<file path="src/hw/rtl/tts_pkg.sv">
// ----------------------------------------------------------------------------
// tts_pkg: shared constants and helpers for the tridiagonal solver
// Q16.16 widths, status codes and saturation helpers.
// ----------------------------------------------------------------------------
package tts_pkg;

  localparam int unsigned DataW   = 32;
  localparam int unsigned IdxW    = 6;
  localparam int unsigned MaxRows = 64;

  localparam logic [1:0] StatusOk       = 2'd0;
  localparam logic [1:0] StatusZeroPiv  = 2'd1;
  localparam logic [1:0] StatusOverflow = 2'd2;

  localparam logic signed [31:0] SatMax = 32'sh7fffffff;
  localparam logic signed [31:0] SatMin = 32'sh80000000;

  // saturate a 66-bit signed value to 32 bits
  function automatic logic signed [31:0] sat66(input logic signed [65:0] v);
    logic signed [31:0] r;
    if (v > 66'sh0_7fff_ffff) r = SatMax;
    else if (v < -66'sh0_8000_0000) r = SatMin;
    else r = v[31:0];
    return r;
  endfunction

endpackage

</file>
<file path="src/hw/rtl/tts_div.sv">
// ----------------------------------------------------------------------------
// tts_div: iterative Q16.16 divider
// Restoring divide, one quotient bit per cycle, round to nearest away from zero,
// saturated result.
// ----------------------------------------------------------------------------
module tts_div (
  input  logic               clk,
  input  logic               rst_n,
  input  logic               start,
  input  logic signed [31:0] num,
  input  logic signed [31:0] den,
  output logic               done,
  output logic signed [31:0] quo
);

  logic [5:0]  cnt_r, cnt_nxt;
  logic        busy_r, busy_nxt;
  logic        neg_r, neg_nxt;
  logic [47:0] rem_r, rem_nxt;   // partial remainder; un + ub/2 shifts in bitwise from q_r
  logic [48:0] q_r, q_nxt;
  logic [31:0] ub_r, ub_nxt;
  logic [48:0] part;
  logic [47:0] un;
  logic [31:0] ub;
  logic [65:0] mag;
  logic        fin_r;

  always_comb begin
    un = num[31] ? 48'(-{{16{num[31]}}, num, 16'd0}) : {num, 16'd0};
    ub = den[31] ? 32'(-den) : den;
    busy_nxt = busy_r;
    cnt_nxt  = cnt_r;
    neg_nxt  = neg_r;
    rem_nxt  = rem_r;
    q_nxt    = q_r;
    ub_nxt   = ub_r;
    part     = '0;
    if (start) begin
      busy_nxt = 1'b1;
      cnt_nxt  = 6'd49;
      neg_nxt  = num[31] ^ den[31];
      // dividend bits held in q_r, partial remainder in rem_r
      q_nxt    = {1'b0, un} + 49'(ub >> 1);
      rem_nxt  = '0;
      ub_nxt   = ub;
    end else if (busy_r) begin
      part = {rem_r, q_r[48]};
      if (part >= {17'd0, ub_r}) begin
        rem_nxt = 48'(part - {17'd0, ub_r});
        q_nxt   = {q_r[47:0], 1'b1};
      end else begin
        rem_nxt = part[47:0];
        q_nxt   = {q_r[47:0], 1'b0};
      end
      cnt_nxt = cnt_r - 6'd1;
      if (cnt_r == 6'd1) busy_nxt = 1'b0;
    end
    mag  = {17'd0, q_r};
    quo  = tts_pkg::sat66(neg_r ? -$signed(mag) : $signed(mag));
  end

  always_ff @(posedge clk) begin
    if (!rst_n) begin
      busy_r <= 1'b0;
      cnt_r  <= '0;
    end else begin
      busy_r <= busy_nxt;
      cnt_r  <= cnt_nxt;
    end
    neg_r <= neg_nxt;
    rem_r <= rem_nxt;
    q_r   <= q_nxt;
    ub_r  <= ub_nxt;
  end

  // flag completion, registered together with the last quotient bit
  always_ff @(posedge clk) begin
    if (!rst_n) fin_r <= 1'b0;
    else fin_r <= busy_r && (cnt_r == 6'd1);
  end

  assign done = fin_r;

endmodule

</file>
<file path="config.mk">
export PLATFORM = sky130hd
export DESIGN_NAME = tts_div
export DESIGN_NICKNAME = d
export VERILOG_FILES = /design/src/hw/rtl/tts_pkg.sv /design/src/hw/rtl/tts_div.sv
export SDC_FILE = /design/constraint.sdc
export NUM_CORES = 1
export LEC_CHECK = 0
export BUFFER_PORTS_ARGS = -buffer_cell sky130_fd_sc_hd__buf_2
export CAP_MARGIN = 20
export CORE_ASPECT_RATIO = 1.25
export CORE_MARGIN = 8
export CORE_UTILIZATION = 60
export DETAILED_ROUTE_END_ITERATION = 6
export GPL_ROUTABILITY_DRIVEN = 1
export PLACE_DENSITY = 0.82
export SLEW_MARGIN = 20
export SYNTH_ARGS = -nofsm -noshare
export SYNTH_HDL_FRONTEND = slang
export SYNTH_SLANG_ARGS = --single-unit
export TNS_END_PERCENT = 30
</file>
<file path="constraint.sdc">
create_clock -name clk -period 6.03 [get_ports clk]
set_input_delay 0.9045 -clock clk [delete_from_list [all_inputs] [get_ports clk]]
set_output_delay 0.9045 -clock clk [all_outputs]
set_load 0.01 [all_outputs]
</file>
After elaboration in Yosys (flattened, before gate mapping)
Index checks and enable logic that the tools add are counted.
- register bits: 138
- input port bits: 67
- output and inout bits: 33
- logic and storage cells: 37
- $add $sub $neg: 6
- order comparisons: 3
- eq/ne operators: 1
- mux-type cells: 14
- bitwise gates (word level): 2
- reduce and logical (&&, ||, !) cells: 3
- operators by type and width (kind ; number):
    $mux 49 ; 2
    $mux 32 ; 3
    $mux 48 ; 2
    $gt 66x32->1 const B ; 1
    $lt 66x32->1 const B ; 1
    $mux 66 ; 1
    $neg 49->66 ; 1
    $add 48x31->49 ; 1
    $ge 49x32->1 ; 1
    $neg 48->48 ; 1
    $sub 48x32->48 ; 1
    $neg 32->32 ; 1
    $mux 6 ; 2
    $eq 6x1->1 const B ; 1
    $sub 6x1->6 const B ; 1
    $mux 1 ; 4
    $reduce_bool 2->1 ; 1
    $reduce_or 2->1 ; 1
    $logic_and 1x1->1 ; 1
    $not 1->1 ; 1
    $xor 1x1->1 ; 1

Depth between registers and ports, before layout
Gate-level depths: netlist of run 1.
- depth after elaboration: 5
- gate-level depth with buffers: 18
- mapped depth without buffers: 18

Worst setup path after synthesis of run 1
Ideal clock, no wire load.
- kind: input-to-reg
- from: in den[6]
- to: reg q_r[45] (data pin)
- setup time: 0.260 ns
- arrival time: 5.375 ns
- required time: 5.770 ns
- path slack: 0.395 ns
- stages: 17
- path through: nor4_1 nand3_1 or3_1 or4_1 o41ai_1 o21ai_0 xor2_1 ha_1 nand4_1 nor2_1 a211oi_1 o211ai_1 o211ai_1 or4_1 nor2_1 xnor2_1 mux2_2
- word-level cells in the longest chain between the ends: 4
- ends and longest elaborated chain (what ; RTL line ; source):
    start, declared ; tts_div.sv:11 ; input logic signed [31:0] den,
    $neg 32->32 ; tts_div.sv:30 ; ub = den[31] ? 32'(-den) : den;
    $mux 32 ; tts_div.sv:30 ;
    via ub[26] ; tts_div.sv:24 ; logic [31:0] ub;
    $add 48x31->49 ; tts_div.sv:43 ; q_nxt = {1'b0, un} + 49'(ub >> 1);
    $mux 49 ; tts_div.sv:38 ; if (start) begin
    via q_nxt[45] ; tts_div.sv:20 ; logic [48:0] q_r, q_nxt;
    end signal, assigned ; tts_div.sv:72 ; q_r <= q_nxt;
    end, declared ; tts_div.sv:20 ;
The timed path passes the listed nets, and every way through them passes these cells.
A chain may end at the register's enable or synchronous reset.

Worst setup path after layout of run 1
- from: reg q_r[0]
- to: out quo[0]
- word-level cells in the longest chain between the ends: 5
- ends and longest elaborated chain (what ; RTL line ; source):
    $neg 49->66 ; tts_div.sv:59 ; quo = tts_pkg::sat66(neg_r ? -$signed(mag) : $signed(mag));
    $mux 66 (*) ; tts_div.sv:59 ;
    $lt 66x32->1 ; tts_pkg.sv:22 ; else if (v < -66'sh0_8000_0000) r = SatMin;
    $mux 32 ; tts_pkg.sv:22 ;
    $mux 32 (*) ; tts_pkg.sv:21 ; if (v > 66'sh0_7fff_ffff) r = SatMax;
    end, declared ; tts_div.sv:13 ; output logic signed [31:0] quo
Mark *: on every way between the ends. The rest lies on a longest branch, timed or not.

==> metrics.txt, run 1 <==
post-synth top area share 21.0%; share of layout cells above drive strength 1 14.4%; ys flop type edfxtp_1; VDD IR max 0.201 mV; Pwr Density 281 mW/mm^2; Pins Over Slew Limit 0; Post-synth top cells 165 x nor2_1, 105 x xnor2_1, 103 x nand2_1, 82 x edfxtp_1, 79 x a21oi_1; dpl hpwl 25,100 um; R2R Path Start rem_r[39]; Max Freq 0.172 GHz; DR vias 11,200; Leakage Power 0.00510 uW; Yosys reg bits 138; full die area 0.0243 sq mm; Vias/cell 6.33; final hold viol count 0; core area 0.0193 sq mm; Skew-Pair Late Insertion Delay 0.44 ns; Mapped Area 0.0117 sq mm; WHS Endpoint rem_r[1]; RR Endpoint rem_r[2]; Area Overhead vs Synth 11.6%; worst reg-to-reg path cell count 10; register area share after synthesis 30.5%; global-route wire length before repair 53,400 um; number of diodes 0; initial core utilization 60.7%; Post-Syn Instances 1,418; drt first pass iters 5; die height 172 um; Hold Path Class flip-flop to flip-flop; Top Ports 100; TritonCTS Buffers 17; die width 141 um; largest area contributor in the netlist edfxtp_1; Mapped Nets 1,539; Tot Pwr 3690 uW; Setup Viol. Count Final 0; Wirelength per Cell 18.9 um; worst-path fanout max 31; initial antenna violation count 1; Longest Clk Path Bufs 2; async set-reset flop share out of synthesis 0%; most common cell in the netlist nor2_1; Critical Path End Type output port; Fin Setup TNS 0 ns; initial DRC count 1,006; Area contributors post-synth edfxtp_1 21%, dfxtp_1 9.5%, xnor2_1 7.8%; Clock H-tree levels 4; clock skew 0.0149 ns; Tmin final 5.81 ns; Rel. slew slack 34.4%; gp weighted congestion 0.973; RSZ-0062 raised after global routing false; status completed; Tightest Pin Transition 0.980 ns; CTS tree built; crit path kind flip-flop to output port; Port Buffer Count 99; yosys warns 0; Root Buffer clkbuf_16; clock sinks 138; Yosys cell types 75; antenna-violating nets left 0; Avg Inst Size Synth 8.28 sq um; CP Launch Type flip-flop; hold path start rem_r[1]; reg-to-reg slack, setup 1.59 ns; max-cap violations 0; WP data required 5.13 ns; Routed WL 33,400 um; hold depth 2; vias in the first global route 10,900; crit path DAT 4.91 ns; EDFF count, synth 82; pin count of the biggest net entering global routing 74; # nets final 1,611; Overall Global Routing Usage 27.3%; fin crit share 96.4%; DR DRC count 0; Std-Cell Rows 57; clock-pin transition on the worst setup and hold timing paths 0.07 ns; gr ovfl total 0
[kinds of logic (layout without fill, tap and decap cells)]
logic type / Yosys count / after routing / share of synthesized area (%)
adder cells (fa/ha/maj): 54 / 54 / 5.88
buffers and inverters: 139 / 224 / 4.73
XOR/XNOR: 174 / 174 / 13.0
AND/OR/NAND/NOR: 500 / 500 / 21.3
multiplexers: 31 / 31 / 2.92
AO/OA/AOI/OAI: 382 / 382 / 21.6
flip-flops: 138 / 138 / 30.5
[state kept, by name, summed over array words and instances (netlist names)]
| name | cells |
|---|---|
| ub_r | 32 |
| q_r | 49 |
| rem_r | 48 |
| neg_r | 1 |
| cnt_r | 6 |
| done | 1 |
| busy_r | 1 |
[how the worst max path moves through the flow]
stage | start | cells after the start | end
final | q_r[0] | 12 | quo[0]
after floorplan | den[6] | 17 | q_r[45]
after detailed placement | den[6] | 19 | q_r[45]
after global placement | den[6] | 20 | q_r[41]
after global routing | q_r[0] | 12 | quo[0]
after CTS | q_r[0] | 13 | quo[16]
[metal layers]
layer | part of all wire (%) | track usage [%] | wire length [um]
met1 | 39 | 30.1 | 13100
met2 | 51 | 50.3 | 17100
met3 | 5.8 | 4.81 | 1920
met5 | 0.051 | 0 | 17
met4 | 3.8 | 12.9 | 1260
[where the power goes]
group          internal (uW)  switching, uW
Combinational            559            772
Sequential              1150            149
Clock                    585            470
[layout by cell type, fill, tap and decap left out, types with 17 or more instances in the layout]
master       n
o31ai_1     25
clkbuf_16   17
o41ai_1     20
xnor2_1    105
nor3_1      27
nor4_1      32
or3_1       30
or4_1       22
o21ai_0     65
nand2b_1    18
nand2_1    101
nand3_1     25
buf_2       98
dfxtp_1     55
nor2_1     165
ha_1        52
inv_1       65
a21oi_1     79
o21ai_1     30
a21o_1      17
edfxtp_1    82
mux2_2      26
a211oi_1    40
xor2_1      69
buf_4       29
[timing repair]
action                                  CTS  global route
hold buffers                              0             0
buffers inserted                          0             1
endpoints found under the setup margin    0            22
gates resized for setup                   0             5
[cell type report]
type / count / area [sq um]
clock buffer: 17 / 425
clock inverter: 15 / 155
fill: 1625 / 6220
inverter: 65 / 244
multi-input combinational: 1141 / 7650
sequential: 138 / 3580
tap: 265 / 332
timing repair buffer: 127 / 708
[through the flow]
stage | setup slack (ns) | utilization (%) | cell area [sq um] | hold WS, ns | std cells
2_1_floorplan | 0.395 | - | 11700 | 0.464 | 1418
5_1_grt | 0.0160 | 67.8 | 13100 | 0.526 | 1768
3_5_place_dp | -0.0335 | 64.5 | 12500 | 0.491 | 1735
4_1_cts | 0.158 | 67.6 | 13100 | 0.501 | 1767
6_report | 0.215 | 67.8 | 13100 | 0.497 | 1768
3_3_place_gp | 0.0541 | 64.5 | 12500 | 0.480 | 1735
[critical path: stages, from the launching register on]
cell      delay (ns)
edfxtp_1        0.41
inv_1           0.13
ha_1            0.19
or4b_2          0.65
or4_1           0.56
or3_1           0.45
nor2_1          0.14
mux2_2          0.35
or4b_4          0.55
o41ai_4         0.30
buf_4           0.34
o21ai_0         0.22
buf_2           0.19
Note: power is estimated with default switching activity, not from simulation.
==> inputs of run 2 (changes only) <==
--- a/config.mk
+++ b/config.mk
@@ -9,10 +9,10 @@
 export CAP_MARGIN = 20
 export CORE_ASPECT_RATIO = 1.25
 export CORE_MARGIN = 8
-export CORE_UTILIZATION = 60
+export CORE_UTILIZATION = 24
 export DETAILED_ROUTE_END_ITERATION = 6
 export GPL_ROUTABILITY_DRIVEN = 1
-export PLACE_DENSITY = 0.82
+export PLACE_DENSITY = 0.41
 export SLEW_MARGIN = 20
 export SYNTH_ARGS = -nofsm -noshare
 export SYNTH_HDL_FRONTEND = slang
==> run 2 against run 1 <==
  * Die area up 130%
  * First-iteration DRC count decreased by 49%
  * Core utilization shrank 40 points
  * Hold slack worse by 0.0024 ns
  * Wire length increased by 21%
  * Final area rose by 4.1%
  * Total power rose by 1.5%
  * Non-clock buffer count rose by 12
  * Combinational power rose by 3%
  * Cell count is 22% higher
  * Clock skew fell by 0.0024 ns
==> metrics.txt, run 2 (synthesis gave the netlist of run 1 again) <==
status completed; initial DRC count 516; max-cap violations 0; antenna-violating nets left 0; gr ovfl total 0; RSZ-0062 raised after global routing false; Clock H-tree levels 4; Rel. slew slack 36.9%; crit path kind flip-flop to output port; clock share of power 28.5%; Pint 2320 uW; final hold viol count 0; Multi-input gate area 0.00763 sq mm; part of the power in combinational logic 36.6%; Pwr Density 274 mW/mm^2; Area Overhead vs Synth 16.2%; hold buffers post-CTS 0; clock sinks 138; Final WS setup 0.271 ns; Layout Utilization 28.2%; storage element area 0.00358 sq mm; CP Launch Type flip-flop; Tightest Pin Transition 0.944 ns; worst-path fanout max 15; dpl hpwl 31,700 um; Leakage Power 0.00514 uW; DR vias 10,800; switching pwr 1420 uW; Port Buffer Count 99; DR DRC count 0; Top reg by flops q_r; Max Freq 0.174 GHz; fillers 5,300; share of layout cells above drive strength 1 14.9%; Flop pwr share 34.9%; Largest register FFs 49; Overall Global Routing Usage 14.3%; gp weighted congestion 0.873; Tmin final 5.76 ns; # nets final 1,623; VDD IR max 0.218 mV; Worst Hold Margin 0.494 ns; CTS tree built; Hold Path Class flip-flop to flip-flop; full die area 0.0563 sq mm; vias in the first global route 10,900; Largest regs q_r (49), rem_r (48), ub_r (32); Top Ports 100; Routed WL 40,300 um; reg-to-reg slack, setup 1.69 ns; initial antenna violation count 3; global-route wire length before repair 63,200 um; die width 214 um; Longest Clk Path Bufs 2; most common cell after layout, fill and taps aside nor2_1; initial core utilization 24.3%; Pins Over Slew Limit 0; die height 263 um; Fin Setup TNS 0 ns; crit path DAT 4.85 ns; DP Worst Slack 0.0262 ns; pin count of the biggest net entering global routing 60; Wirelength per Cell 18.7 um; clock skew 0.0124 ns; Skew-Pair Late Insertion Delay 0.45 ns; core area 0.0483 sq mm; Root Buffer clkbuf_16; TritonCTS Buffers 17; WP data required 5.13 ns; switch share 37.9%; commonest non-fill, non-tap cells in the layout 165 x nor2_1, 105 x xnor2_1, 101 x nand2_1; fin crit share 95.5%; Setup Viol. Count Final 0; clock-pin transition on the worst setup and hold timing paths 0.06 ns; Vias/cell 5.00; Critical Path End Type output port; number of diodes 0; Std-Cell Rows 90; drt first pass iters 5
==> run 2: changes by cell type in the layout (fill, tap and decap cells not counted), moves of 3 or more <==
cell        delta
buf_4         +11
clkinvlp_4     +4
nor4_1         +3
nor4_2         -3
inv_8          -5
==> run 2: routing by layer <==
metal	global-route usage (%)	share of wire, %	up-vias
met1	17.1	43	5182
met4	4.75	2.3	0
met2	25.9	52	187
li1	-	-	5386
met3	1.69	2.4	43
met5	0	0	-
==> run 2: per-stage QoR <==
| stage | cells | power, uW | area (sq um) |
|---|---|---|---|
| 6_report | 2159 | 3740 | 13600 |
| 5_1_grt | 2159 | 3980 | 13600 |
| 4_1_cts | 2156 | 3790 | 13600 |
| 3_5_place_dp | 2124 | 2700 | 13000 |
| 3_3_place_gp | 2124 | 2700 | 13000 |
| 2_1_floorplan | 1418 | 2240 | 11700 |
==> run 2: power groups by stage <==
stage / Sequential (uW) / Combinational (uW) / Clock (uW)
floorplan: 1250 / 988 / 0
global placement: 1330 / 1370 / 0
detailed placement: 1330 / 1370 / 0
CTS: 1310 / 1380 / 1100
global route: 1330 / 1530 / 1120
finish: 1310 / 1370 / 1070
==> run 2: path summary, 6_finish.rpt <==
path	depth (start not counted)	end	from
setup / recovery	13	quo[18]	q_r[0]
hold / removal	2	rem_r[1]	rem_r[1]
setup reg to reg	10	rem_r[22]	rem_r[38]
hold reg to reg	2	rem_r[1]	rem_r[1]
==> run 2: layout make-up <==
| type | instances | area share [%] |
|---|---|---|
| Clock buffer | 17 | 3.12 |
| Clock inverter | 15 | 1.10 |
| Inverter | 65 | 1.79 |
| Multi-Input combinational cell | 1141 | 55.9 |
| Sequential cell | 138 | 26.3 |
| Tap cell | 644 | 5.91 |
| Timing Repair Buffer | 139 | 5.88 |
==> run 2: what timing repair did <==
action / CTS / global route
pin swaps: 0 / 1
gates resized for setup: 1 / 2
setup endpoints to repair: 16 / 16
setup buffers: 0 / 3
gates cloned: 0 / 0
==> run 2: worst max-delay path: stages, from the launching register on <==
cell      delay (ns)
edfxtp_1        0.39
inv_1           0.14
ha_1            0.20
or4b_2          0.65
or4_1           0.56
or4_1           0.54
o31ai_1         0.27
xor2_1          0.13
nand4b_1        0.19
nor4_1          0.47
a41oi_4         0.17
buf_4           0.23
o21ai_1         0.27
buf_2           0.19
